### config.mk
export PLATFORM = sky130hd
export DESIGN_NAME = running_min_max_blank_tracker
export DESIGN_NICKNAME = d
export VERILOG_FILES = /design/src/hw/rtl/rmmb_pkg.sv /design/src/hw/rtl/rmmb_front.sv /design/src/hw/rtl/rmmb_back.sv /design/src/hw/rtl/running_min_max_blank_tracker.sv
export VERILOG_INCLUDE_DIRS = /design/src /design/src/hw/rtl
export SDC_FILE = /design/constraint.sdc
export NUM_CORES = 1
export LEC_CHECK = 0
export BUFFER_PORTS_ARGS = -buffer_cell sky130_fd_sc_hd__buf_2
export CORE_MARGIN = 2
export CORE_UTILIZATION = 50
export CTS_BUF_LIST = sky130_fd_sc_hd__clkbuf_8
export DETAILED_ROUTE_END_ITERATION = 8
export PLACE_DENSITY = 0.77
export SLEW_MARGIN = 20
export SYNTH_ARGS = -nofsm -noshare
export SYNTH_HDL_FRONTEND = slang
export SYNTH_SLANG_ARGS = --single-unit
### constraint.sdc
create_clock -name clk_i -period 17.2 [get_ports clk_i]
set_clock_uncertainty 0.1 [all_clocks]
set_input_delay 1.72 -clock clk_i [delete_from_list [all_inputs] [get_ports clk_i]]
set_output_delay 1.72 -clock clk_i [all_outputs]
set_load 0.01 [all_outputs]
### src/hw/rtl/running_min_max_blank_tracker_defines.svh
// ----------------------------------------------------------------------------
// Assertion macros for the running min/max blank tracker
// Concurrent assertion wrappers that compile away for synthesis.
// ----------------------------------------------------------------------------
`ifndef RUNNING_MIN_MAX_BLANK_TRACKER_DEFINES_SVH
`define RUNNING_MIN_MAX_BLANK_TRACKER_DEFINES_SVH
`ifndef SYNTHESIS
`define RMMB_ASSERT(label, clk, rst_n, prop) \
  label: assert property (@(posedge clk) disable iff (!rst_n) prop) \
    else $error("rmmb assertion failed");
`define RMMB_NEVER(label, clk, rst_n, cond) \
  label: assert property (@(posedge clk) disable iff (!rst_n) !(cond)) \
    else $error("rmmb forbidden condition");
`else
`define RMMB_ASSERT(label, clk, rst_n, prop)
`define RMMB_NEVER(label, clk, rst_n, cond)
`endif
`endif

### src/hw/rtl/rmmb_pkg.sv
// ----------------------------------------------------------------------------
// Running min/max blank tracker package
// Shared types, widths and the float ordering key.
// ----------------------------------------------------------------------------
`default_nettype none
package rmmb_pkg;

  localparam int unsigned CountBits = 32;
  localparam logic [31:0] BlankReset = 32'hFFFF_FFFF;

  typedef logic [CountBits-1:0] count_t;

  // Classified item passed from the front to the back.
  typedef struct packed {
    logic [31:0] sample;
    logic [31:0] key;
    logic        blank;
    logic        restart;
    logic [31:0] blank_pattern;
  } item_t;

  typedef struct packed {
    logic [31:0] min_value;
    logic [31:0] max_value;
    logic [31:0] min_position;
    logic [31:0] max_position;
    logic [31:0] blank_total;
    logic [31:0] sample_total;
    logic        extrema_valid;
  } result_t;

  // Monotone unsigned key for IEEE ordering, negative zero folded onto zero.
  function automatic logic [31:0] order_key(input logic [31:0] b);
    logic [31:0] v;
    v = (b == 32'h8000_0000) ? 32'h0 : b;
    return v[31] ? ~v : (v | 32'h8000_0000);
  endfunction

  function automatic count_t sat_inc(input count_t c);
    return (c == '1) ? c : c + count_t'(1);
  endfunction

endpackage
`default_nettype wire

### src/hw/rtl/rmmb_front.sv
// ----------------------------------------------------------------------------
// Front stage
// Holds the blank register, classifies samples and queues them for the back.
// ----------------------------------------------------------------------------
`default_nettype none
module rmmb_front (
  input  wire logic          clk_i,
  input  wire logic          rst_ni,
  input  wire logic          cfg_we_i,
  input  wire logic [31:0]   cfg_wdata_i,
  input  wire logic          push_i,
  input  wire logic [31:0]   sample_bits_i,
  input  wire logic          restart_i,
  output rmmb_pkg::item_t    item_o,
  output logic               item_valid_o,
  input  wire logic          item_take_i,
  output logic               full_o
);
  import rmmb_pkg::*;

  logic [31:0] blank_q;
  item_t       mem_q [2];
  logic        wr_q, rd_q;
  logic [1:0]  cnt_q;
  logic        do_push, zero_s, zero_b;
  item_t       cls;

  assign full_o       = (cnt_q == 2'd2);
  assign do_push      = push_i && !full_o;
  assign item_valid_o = (cnt_q != 2'd0);
  assign item_o       = mem_q[rd_q];

  assign zero_s = (sample_bits_i[30:0] == 31'd0);
  assign zero_b = (blank_q[30:0] == 31'd0);

  always_comb begin
    cls.sample        = sample_bits_i;
    cls.key           = order_key(sample_bits_i);
    cls.blank         = (sample_bits_i == blank_q) || (zero_s && zero_b);
    cls.restart       = restart_i;
    cls.blank_pattern = blank_q;
  end

  always_ff @(posedge clk_i or negedge rst_ni) begin
    if (!rst_ni) begin
      blank_q <= BlankReset;
      wr_q    <= 1'b0;
      rd_q    <= 1'b0;
      cnt_q   <= 2'd0;
    end else begin
      if (cfg_we_i) begin
        blank_q <= cfg_wdata_i;
      end
      if (do_push) begin
        wr_q <= ~wr_q;
      end
      if (item_take_i) begin
        rd_q <= ~rd_q;
      end
      cnt_q <= cnt_q + {1'b0, do_push} - {1'b0, item_take_i};
    end
  end

  always_ff @(posedge clk_i) begin
    if (do_push) begin
      mem_q[wr_q] <= cls;
    end
  end

endmodule
`default_nettype wire

### src/hw/rtl/rmmb_back.sv
// ----------------------------------------------------------------------------
// Back stage
// Updates the running statistics and queues one result per item.
// ----------------------------------------------------------------------------
`default_nettype none
`include "running_min_max_blank_tracker_defines.svh"
module rmmb_back (
  input  wire logic          clk_i,
  input  wire logic          rst_ni,
  input  wire rmmb_pkg::item_t item_i,
  input  wire logic          item_valid_i,
  output logic               item_take_o,
  output rmmb_pkg::result_t  result_o,
  output logic               empty_o,
  input  wire logic          pop_i
);
  import rmmb_pkg::*;

  logic        seen_q, seen_d;
  logic [31:0] min_q, min_d, max_q, max_d;
  count_t      minp_q, minp_d, maxp_q, maxp_d;
  count_t      blanks_q, blanks_d, samples_q, samples_d;
  result_t     mem_q [2];
  logic        wr_q, rd_q;
  logic [1:0]  cnt_q;
  logic        do_pop;
  result_t     res;

  assign item_take_o = item_valid_i && (cnt_q != 2'd2);
  assign empty_o     = (cnt_q == 2'd0);
  assign do_pop      = pop_i && !empty_o;
  assign result_o    = mem_q[rd_q];

  always_comb begin
    logic        seen_b;
    logic [31:0] min_b, max_b;
    count_t      minp_b, maxp_b, blanks_b, idx;
    seen_b   = item_i.restart ? 1'b0 : seen_q;
    min_b    = item_i.restart ? BlankReset : min_q;
    max_b    = item_i.restart ? BlankReset : max_q;
    minp_b   = item_i.restart ? '0 : minp_q;
    maxp_b   = item_i.restart ? '0 : maxp_q;
    blanks_b = item_i.restart ? '0 : blanks_q;
    idx      = item_i.restart ? '0 : samples_q;
    seen_d   = seen_b;
    min_d    = min_b;
    max_d    = max_b;
    minp_d   = minp_b;
    maxp_d   = maxp_b;
    blanks_d = blanks_b;
    if (item_i.blank) begin
      blanks_d = sat_inc(blanks_b);
    end else if (!seen_b) begin
      min_d  = item_i.sample;
      max_d  = item_i.sample;
      minp_d = idx;
      maxp_d = idx;
      seen_d = 1'b1;
    end else if (order_key(min_b) > item_i.key) begin
      min_d  = item_i.sample;
      minp_d = idx;
    end else if (order_key(max_b) < item_i.key) begin
      max_d  = item_i.sample;
      maxp_d = idx;
    end
    samples_d = sat_inc(idx);

    res.min_value     = seen_d ? min_d : item_i.blank_pattern;
    res.max_value     = seen_d ? max_d : item_i.blank_pattern;
    res.min_position  = seen_d ? 32'(minp_d) : 32'd0;
    res.max_position  = seen_d ? 32'(maxp_d) : 32'd0;
    res.blank_total   = 32'(blanks_d);
    res.sample_total  = 32'(samples_d);
    res.extrema_valid = seen_d;
  end

  always_ff @(posedge clk_i or negedge rst_ni) begin
    if (!rst_ni) begin
      seen_q    <= 1'b0;
      min_q     <= BlankReset;
      max_q     <= BlankReset;
      minp_q    <= '0;
      maxp_q    <= '0;
      blanks_q  <= '0;
      samples_q <= '0;
      wr_q      <= 1'b0;
      rd_q      <= 1'b0;
      cnt_q     <= 2'd0;
    end else begin
      if (item_take_o) begin
        seen_q    <= seen_d;
        min_q     <= min_d;
        max_q     <= max_d;
        minp_q    <= minp_d;
        maxp_q    <= maxp_d;
        blanks_q  <= blanks_d;
        samples_q <= samples_d;
        wr_q      <= ~wr_q;
      end
      if (do_pop) begin
        rd_q <= ~rd_q;
      end
      cnt_q <= cnt_q + {1'b0, item_take_o} - {1'b0, do_pop};
    end
  end

  always_ff @(posedge clk_i) begin
    if (item_take_o) begin
      mem_q[wr_q] <= res;
    end
  end

  `RMMB_NEVER(a_queue_bound, clk_i, rst_ni, cnt_q == 2'd3)
  `RMMB_ASSERT(a_restart_blank_clears, clk_i, rst_ni,
    (item_take_o && item_i.restart && item_i.blank) |=> !seen_q)
  `RMMB_ASSERT(a_value_sets_seen, clk_i, rst_ni,
    (item_take_o && !item_i.blank) |=> seen_q)
  `RMMB_ASSERT(a_samples_grow, clk_i, rst_ni,
    (item_take_o && !item_i.restart) |=> (samples_q >= $past(samples_q)))

endmodule
`default_nettype wire

### src/hw/rtl/running_min_max_blank_tracker.sv
// A pushed sample waits in the front queue; its result then waits in the back queue.
// Throughput: one sample per cycle while results are popped without a gap; the back
// stage's update of the running state is the loop that sets this rate.
// Reset (rst_ni low, asynchronous) empties both queues, clears the statistics
// and sets the blank pattern to all ones.
// ----------------------------------------------------------------------------
// Running min/max blank tracker
// Running float extrema with positions, skipping and counting blank samples.
// ----------------------------------------------------------------------------
`default_nettype none
module running_min_max_blank_tracker (
  input  wire logic        clk_i,
  input  wire logic        rst_ni,
  input  wire logic        cfg_we_i,
  input  wire logic [31:0] cfg_wdata_i,
  input  wire logic        push,
  output logic             full,
  input  wire logic [31:0] sample_bits_i,
  input  wire logic        restart_i,
  output logic             empty,
  input  wire logic        pop,
  output logic [31:0]      min_value_o,
  output logic [31:0]      max_value_o,
  output logic [31:0]      min_position_o,
  output logic [31:0]      max_position_o,
  output logic [31:0]      blank_total_o,
  output logic [31:0]      sample_total_o,
  output logic             extrema_valid_o
);
  import rmmb_pkg::*;

  item_t   item;
  logic    item_valid, item_take;
  result_t res;

  rmmb_front u_front (
    .clk_i         (clk_i),
    .rst_ni        (rst_ni),
    .cfg_we_i      (cfg_we_i),
    .cfg_wdata_i   (cfg_wdata_i),
    .push_i        (push),
    .sample_bits_i (sample_bits_i),
    .restart_i     (restart_i),
    .item_o        (item),
    .item_valid_o  (item_valid),
    .item_take_i   (item_take),
    .full_o        (full)
  );

  rmmb_back u_back (
    .clk_i        (clk_i),
    .rst_ni       (rst_ni),
    .item_i       (item),
    .item_valid_i (item_valid),
    .item_take_o  (item_take),
    .result_o     (res),
    .empty_o      (empty),
    .pop_i        (pop)
  );

  assign min_value_o     = res.min_value;
  assign max_value_o     = res.max_value;
  assign min_position_o  = res.min_position;
  assign max_position_o  = res.max_position;
  assign blank_total_o   = res.blank_total;
  assign sample_total_o  = res.sample_total;
  assign extrema_valid_o = res.extrema_valid;

endmodule
`default_nettype wire

==> results.py, run 1 <==
metrics = {
    "final_layout": {
        "n_fill_cell": 5893,
        "instances_no_fill": 4108,
        "diodes": 0,
        "fin_nets": 3163,
        "multiInputGateArea_sq_um": 13300,
        "seq_area_sq_um": 23400,
        "drive_gt1_frac": 0.281,
        "area_growth_pct": 12.8,
    },
    "drt": {
        "antenna_left": 0,
        "dr.pass1.iters": 5,
        "wl_per_cell_um": 23.7,
        "viasPerCell": 6.09,
        "drt-met1-wl_um": 40600,
        "top_layer": "met4",
        "vias": 25000,
        "drt_iter0_drc": 2464,
        "routed-wl-met3_um": 6990,
        "drc": 0,
        "met2_length_um": 46600,
        "drt_wl_total_um": 97300,
    },
    "logic_synthesis": {
        "yosysSeqAreaShare": 0.624,
        "avgSynthCellArea_sq_um": 13.5,
        "ys_ff_latch": 815,
        "yosysWarnings": 0,
        "synth_area_sq_um": 37500,
        "yosysUniqueCellTypes": 75,
        "synth_edf_count": 582,
        "async_flop_share": 0.286,
        "synth-main-ff-cell": "edfxtp_1",
        "syn_inst": 2791,
        "syn_nets": 2929,
    },
    "floorplanning": {
        "die_x_um": 278,
        "pin_count": 265,
        "coreArea_sq_um": 74400,
        "rows": 100,
        "die_h_um": 278,
        "initial_utilization": 0.504,
        "dieArea_sq_um": 77300,
    },
    "placement": {
        "gp_congestion": 0.911,
        "dp.final_hpwl_um": 65300,
        "place.port_buffers": 264,
        "placed_cells": 3855,
    },
    "clock_tree": {
        "clk_path_buf_depth": 3,
        "cts.reportedPaths.clkPinSlew_ns": 0.06,
        "insertion_delay_ns": 0.81,
        "numCtsBuffers": 137,
        "post-cts-setup-buffers": 0,
        "post_cts_resized": 0,
        "cts_hold_buf": 0,
        "cts_tree": "done",
        "clock-sinks": 815,
        "clockRootBuffer": "clkbuf_8",
        "htree_levels": 4,
    },
    "worst_setup_path": {
        "cp.required_ns": 17.74,
        "path_class": "register to register",
        "crit_path_frequent_cell": "buf_4",
        "critPathCaptureType": "register",
        "worstPathMaxFanout": 51,
        "critPathMaxStageDelay_ns": 0.86,
        "path_cells": "buf_4, buf_4, mux2i_1, ha_1, nand4_1, nor4_1, a22oi_1, a41oi_1, o22ai_2, a21oi_2, and2_1, a22o_1",
        "cp.arrival_ns": 7.35,
        "cpMaxStageDelayCell": "and2_1",
        "critPathLaunchType": "register",
    },
    "sta": {
        "rsz0062_at_grt": "no",
        "fin_crit_sh": 0.396,
        "drv_slew": 0,
        "final_hold_viol_count": 0,
        "finalSetupViolCount": 0,
        "relSlewSlack": 0.264,
        "finalSetupTns_ns": 0,
        "period_needed_ns": 6.81,
        "max_freq_mhz": 147,
        "worst_slew_pin_slew_ns": 1.10,
    },
    "power": {
        "powerDensity_nw_per_um2": 201,
        "power_frac_seq": 0.393,
        "irDropWorstVdd_mv": 0.162,
        "combPwrFrac": 0.410,
        "switching_share": 0.389,
        "p_int_mw": 5.21,
        "leakage_nw": 16.3,
        "p_switching_mw": 3.32,
        "clkPwrFrac": 0.197,
    },
    "global_routing": {
        "grt_overflow_total": 0,
        "grt_pass1_vias": 24600,
        "grt_max_degree": 83,
        "grt_pass1_wl_um": 147000,
        "antenna_found_initial": 0,
        "track_usage": 0.249,
    },
    "run": {
        "cap_violations": 0,
    },
    "status": {
        "status": "complete, no violations",
    },
    "hold_path": {
        "hold_path_class": "register to register",
    },
}
[sequential cells by signal (all words and copies together), names as in the netlist]
signal,flops
u_front.rd_q,1
u_back.samples_q,32
u_front.wr_q,1
u_back.max_q,32
u_back.min_q,32
u_back.seen_q,1
u_back.rd_q,1
u_front.mem_q,196
u_back.maxp_q,32
u_back.cnt_q,2
u_front.cnt_q,2
u_back.blanks_q,32
u_back.wr_q,1
u_back.mem_q,386
u_front.blank_q,32
u_back.minp_q,32
[layer usage]
layer  track usage  vias up
li1              -    11100
met1         0.339    12500
met2         0.405     1222
met3        0.0400      200
met4        0.0954        0
met5             0        -
[Yosys cell counts, drive strengths merged, types with 47 or more instances]
library cell / n / area share
nor2: 205 / 0.021
dfstp: 96 / 0.067
xor2: 73 / 0.017
nand3: 67 / 0.0091
a22o: 83 / 0.019
mux2i: 156 / 0.042
dfrtp: 137 / 0.091
mux2: 263 / 0.079
ha: 68 / 0.023
xnor2: 90 / 0.021
nand2: 131 / 0.013
o21ai: 99 / 0.013
a21oi: 81 / 0.011
edfxtp: 582 / 0.47
nor4: 47 / 0.0082
clkbuf: 159 / 0.016
[path summary, 6_finish.rpt]
| kind | start | endpoint | slack [ns] | cells past startpoint |
|---|---|---|---|---|
| worst max-delay path | u_front.rd_q$_DFFE_PN0P_ | u_back.mem_q[0][122]$_DFFE_PP_ | 10.39 | 12 |
| max in group asynchronous | rst_ni | u_back.minp_q[11]$_DFFE_PN0P_ | 13.93 | 3 |
| worst min register to register | u_back.minp_q[19]$_DFFE_PN0P_ | u_back.minp_q[19]$_DFFE_PN0P_ | 0.40 | 1 |
| worst min-delay path | u_back.minp_q[19]$_DFFE_PN0P_ | u_back.minp_q[19]$_DFFE_PN0P_ | 0.40 | 1 |
| min in group asynchronous | rst_ni | u_front.blank_q[24]$_DFFE_PN1P_ | 1.20 | 1 |
| worst max register to register | u_front.rd_q$_DFFE_PN0P_ | u_back.mem_q[0][122]$_DFFE_PP_ | 10.39 | 12 |
[power groups by stage]
stage / Combinational (mW) / Clock (mW) / Sequential (mW)
floorplan: 2.36 / 0 / 3.36
global placement: 3.40 / 0 / 3.35
detailed placement: 3.48 / 0 / 3.38
CTS: 3.50 / 1.72 / 3.35
global route: 3.75 / 1.81 / 3.41
finish: 3.50 / 1.68 / 3.35
[critical path: cells and delay by family (launching register included)]
family | cells | cell delay (ns)
muxes | 1 | 0.61
DFF | 1 | 0.84
AOI/OAI and AO/OA | 5 | 1.77
and+or+nand+nor | 3 | 1.48
buffers and inverters | 2 | 1.54
adders and majority gates | 1 | 0.23
[kinds of logic (layout without fill, tap and decap cells)]
group,count (synthesis),count (layout),synth area share
adders and majority gates,68,68,0.0227
DFF,815,815,0.624
buffers and inverters,237,585,0.0249
and+or+nand+nor,586,586,0.0735
muxes,419,419,0.121
xor gates and xnor gates,163,163,0.0380
AOI/OAI and AO/OA,503,503,0.0960
[per-stage QoR]
| stage | total power, mW | util | area (sq um) | setup slack (ns) | hold WS, ns |
|---|---|---|---|---|---|
| 2_1_floorplan | 5.72 | - | 37500 | 7.21 | 0.356 |
| 3_3_place_gp | 6.74 | 0.532 | 39600 | 10.62 | 0.372 |
| 3_5_place_dp | 6.87 | 0.532 | 39600 | 10.45 | 0.377 |
| 4_1_cts | 8.57 | 0.569 | 42300 | 10.44 | 0.401 |
| 5_1_grt | 8.98 | 0.569 | 42300 | 10.06 | 0.411 |
| 6_report | 8.53 | 0.569 | 42300 | 10.39 | 0.399 |
[layout by cell type, fill, tap and decap left out, types with 29 or more instances in the layout]
| cell | n |
|---|---|
| o21ai_0 | 88 |
| a22oi_1 | 33 |
| inv_1 | 78 |
| nor2_1 | 199 |
| a2bb2oi_1 | 29 |
| buf_2 | 263 |
| a21oi_1 | 79 |
| o221ai_1 | 30 |
| nor4_1 | 45 |
| nand3_1 | 66 |
| nor3_1 | 42 |
| xor2_1 | 73 |
| dfrtp_1 | 135 |
| a22o_1 | 83 |
| xnor2_1 | 90 |
| edfxtp_1 | 582 |
| mux2_2 | 262 |
| dfstp_2 | 96 |
| o31ai_1 | 37 |
| mux2i_1 | 154 |
| buf_4 | 33 |
| clkbuf_8 | 156 |
| nand4_1 | 35 |
| ha_1 | 68 |
| o22a_1 | 32 |
| nand2_1 | 130 |
[layout make-up]
| type | count | area share |
|---|---|---|
| inverter | 34 | 0.00301 |
| multi-input combinational | 1739 | 0.313 |
| tap | 969 | 0.0286 |
| clock buffer | 156 | 0.0507 |
| timing repair buffer | 298 | 0.0376 |
| clock inverter | 97 | 0.0133 |
| sequential | 815 | 0.553 |
Note: power is estimated with default switching activity, not from simulation.
==> run 2: changes to the inputs <==
clock period = 6.4 ns   (was 17.2 ns; I/O delays follow)
==> run 2 against run 1 <==
  * Total power rose to 2.7 times the previous value
  * Core utilization up 0.62 points
  * Flip-flop and latch count unchanged
  * Clock power rose to 2.7 times the previous value
  * Sequential power rose to 2.7 times the previous value
  * Via count up 0.97%
  * Setup slack worse by 9.3 ns
  * Register-to-register slack worse by 9.3 ns
  * Non-clock buffer count up 47
==> results.py, run 2 (same netlist as run 1, synthesis figures left out) <==
metrics = {
    "drt": {
        "drt_iter0_drc": 2624,
        "viasPerCell": 6.09,
        "wl_per_cell_um": 23.8,
        "vias": 25300,
        "drc": 0,
        "drt_wl_total_um": 98900,
        "antenna_left": 0,
        "dr.pass1.iters": 7,
    },
    "hold_path": {
        "whs_path_depth": 1,
        "hold_path_class": "input pin to register",
    },
    "clock_tree": {
        "insertion_delay_ns": 0.79,
        "post_cts_resized": 0,
        "post-cts-setup-buffers": 0,
        "clock-sinks": 815,
        "numCtsBuffers": 134,
        "clk_path_buf_depth": 3,
        "cts_tree": "done",
        "clockRootBuffer": "clkbuf_8",
        "cts.reportedPaths.clkPinSlew_ns": 0.06,
        "htree_levels": 4,
    },
    "worst_setup_path": {
        "worstPathMaxFanout": 32,
        "critPathLaunchType": "register",
        "r2r_slack_ns": 1.05,
        "critPathCaptureType": "register",
        "startpoint": "u_back.min_q[25]$_DFFE_PN1P_",
        "r2r_cells": 16,
        "path_class": "register to register",
        "cp-endpoint": "u_back.mem_q[1][84]$_DFFE_PP_",
        "cp.arrival_ns": 5.75,
        "rr_endpoint": "u_back.mem_q[1][84]$_DFFE_PP_",
        "r2r-start": "u_back.min_q[25]$_DFFE_PN1P_",
        "cp.required_ns": 6.80,
    },
    "global_routing": {
        "grt_pass1_vias": 25000,
        "track_usage": 0.253,
        "grt_max_degree": 138,
        "grt_pass1_wl_um": 149000,
        "antenna_found_initial": 1,
        "grt_overflow_total": 0,
    },
    "final_layout": {
        "drive_gt1_frac": 0.278,
        "top_regs": "u_back.mem_q x386, u_front.mem_q x196",
        "layout_common_cells": "582 x edfxtp_1, 263 x buf_2, 262 x mux2_2",
        "diodes": 0,
        "fin_nets": 3207,
        "n_fill_cell": 5883,
        "regMostFlops": "u_back.mem_q",
        "largest_register_ff_count": 386,
        "layout_commonest_cell": "edfxtp_1",
        "finalInstanceArea_sq_um": 42800,
        "area_growth_pct": 14.0,
    },
    "floorplanning": {
        "rows": 100,
        "dieArea_sq_um": 77300,
        "initial_utilization": 0.504,
        "die_h_um": 278,
        "coreArea_sq_um": 74400,
        "die_x_um": 278,
        "pin_count": 265,
    },
    "power": {
        "powerDensity_nw_per_um2": 541,
        "combPwrFrac": 0.421,
        "p_int_mw": 14.1,
        "p_switching_mw": 9.06,
        "switching_share": 0.392,
        "clkPwrFrac": 0.194,
        "irDropWorstVdd_mv": 0.432,
        "power_frac_seq": 0.386,
        "leakage_nw": 16.5,
    },
    "sta": {
        "final_hold_viol_count": 0,
        "max_freq_mhz": 187,
        "relSlewSlack": 0.248,
        "rsz0062_at_grt": "no",
        "fin_crit_sh": 0.836,
        "period_needed_ns": 5.35,
        "finalSetupViolCount": 0,
        "worst_slew_pin_slew_ns": 1.12,
        "drv_slew": 0,
        "finalSetupTns_ns": 0,
    },
    "placement": {
        "dp.final_hpwl_um": 65000,
        "gp_congestion": 0.921,
        "placed_area_sq_um": 39800,
        "place.port_buffers": 264,
    },
    "status": {
        "status": "complete, no violations",
    },
    "run": {
        "cap_violations": 0,
    },
}
-- run 2: changes by cell type in the layout (fill, tap and decap cells not counted), moves of 4 or more --
cell	previous run	this run
buf_12	0	5
dlygate4sd3_1	0	36
clkbuf_8	156	143
inv_1	78	82
clkinv_1	20	16
buf_4	33	38
-- run 2: worst min path at each step --
stage / start / to / slack, ns
2_1_floorplan: rst_ni / u_back.blanks_q[0]$_DFFE_PN0P_ / 0.24
3_3_place_gp: u_back.minp_q[24]$_DFFE_PN0P_ / u_back.minp_q[24]$_DFFE_PN0P_ / 0.37
3_5_place_dp: u_back.minp_q[20]$_DFFE_PN0P_ / u_back.minp_q[20]$_DFFE_PN0P_ / 0.38
4_1_cts: sample_bits_i[11] / u_front.mem_q[1][77]$_DFFE_PP_ / 0.004
5_1_grt: sample_bits_i[12] / u_front.mem_q[0][78]$_DFFE_PP_ / 0.03
6_report: sample_bits_i[12] / u_front.mem_q[0][78]$_DFFE_PP_ / 0.07
-- run 2: cell type report --
cell class,count,area [sq um],share of cell area
Clock buffer,143,1970,0.0460
Inverter,34,128,0.00298
Tap cell,969,1210,0.0283
Multi-Input combinational cell,1739,13300,0.310
Clock inverter,104,679,0.0159
Sequential cell,815,23400,0.547
Timing Repair Buffer,345,2120,0.0494
-- run 2: metrics by stage --
step	hold slack, ns	power [mW]	util	setup WS, ns	cells
finish	0.0736	23.1	0.575	1.05	4149
global route	0.0280	24.3	0.575	0.684	4149
CTS	0.00373	23.2	0.575	1.06	4148
detailed placement	0.381	18.7	0.534	1.07	3865
global placement	0.371	18.4	0.534	1.23	3865
floorplan	0.244	15.2	-	0.368	2791
-- run 2: power groups by stage --
stage               clock network (mW)  logic (mW)  registers (mW)
floorplan                            0        6.35            8.88
global placement                     0        9.44            8.92
detailed placement                   0        9.65            9.02
CTS                               4.57        9.72            8.93
global route                      4.81        10.4            9.08
finish                            4.49        9.74            8.92
-- run 2: repair_timing --
item / in CTS / in global routing
endpoints found under the hold margin: 96 / 0
hold buffers: 36 / 0
setup endpoints to repair: 0 / 0
-- run 2: per-layer routing --
layer	GRT usage	vias to the layer above	wire length, um
li1	-	11200	-
met1	0.340	12600	40000
met2	0.413	1305	47800
met3	0.0465	200	8010
met4	0.0931	0	3120
met5	0	-	0
-- run 2: worst max-delay path, cell delays in order (launching register included) --
cell and delay (ns):
dfstp_2 0.39, nor4_1 0.47, nand4_1 0.19, nor3_1 0.37, nand2b_1 0.45, buf_4 0.29, nor2_1 0.08, ha_1 0.30
nand4_1 0.10, nor4_1 0.41, a22oi_1 0.13, a41oi_1 0.27, o22ai_2 0.26, a31oi_4 0.56, buf_12 0.33, mux2i_1 0.25
nor2_1 0.08
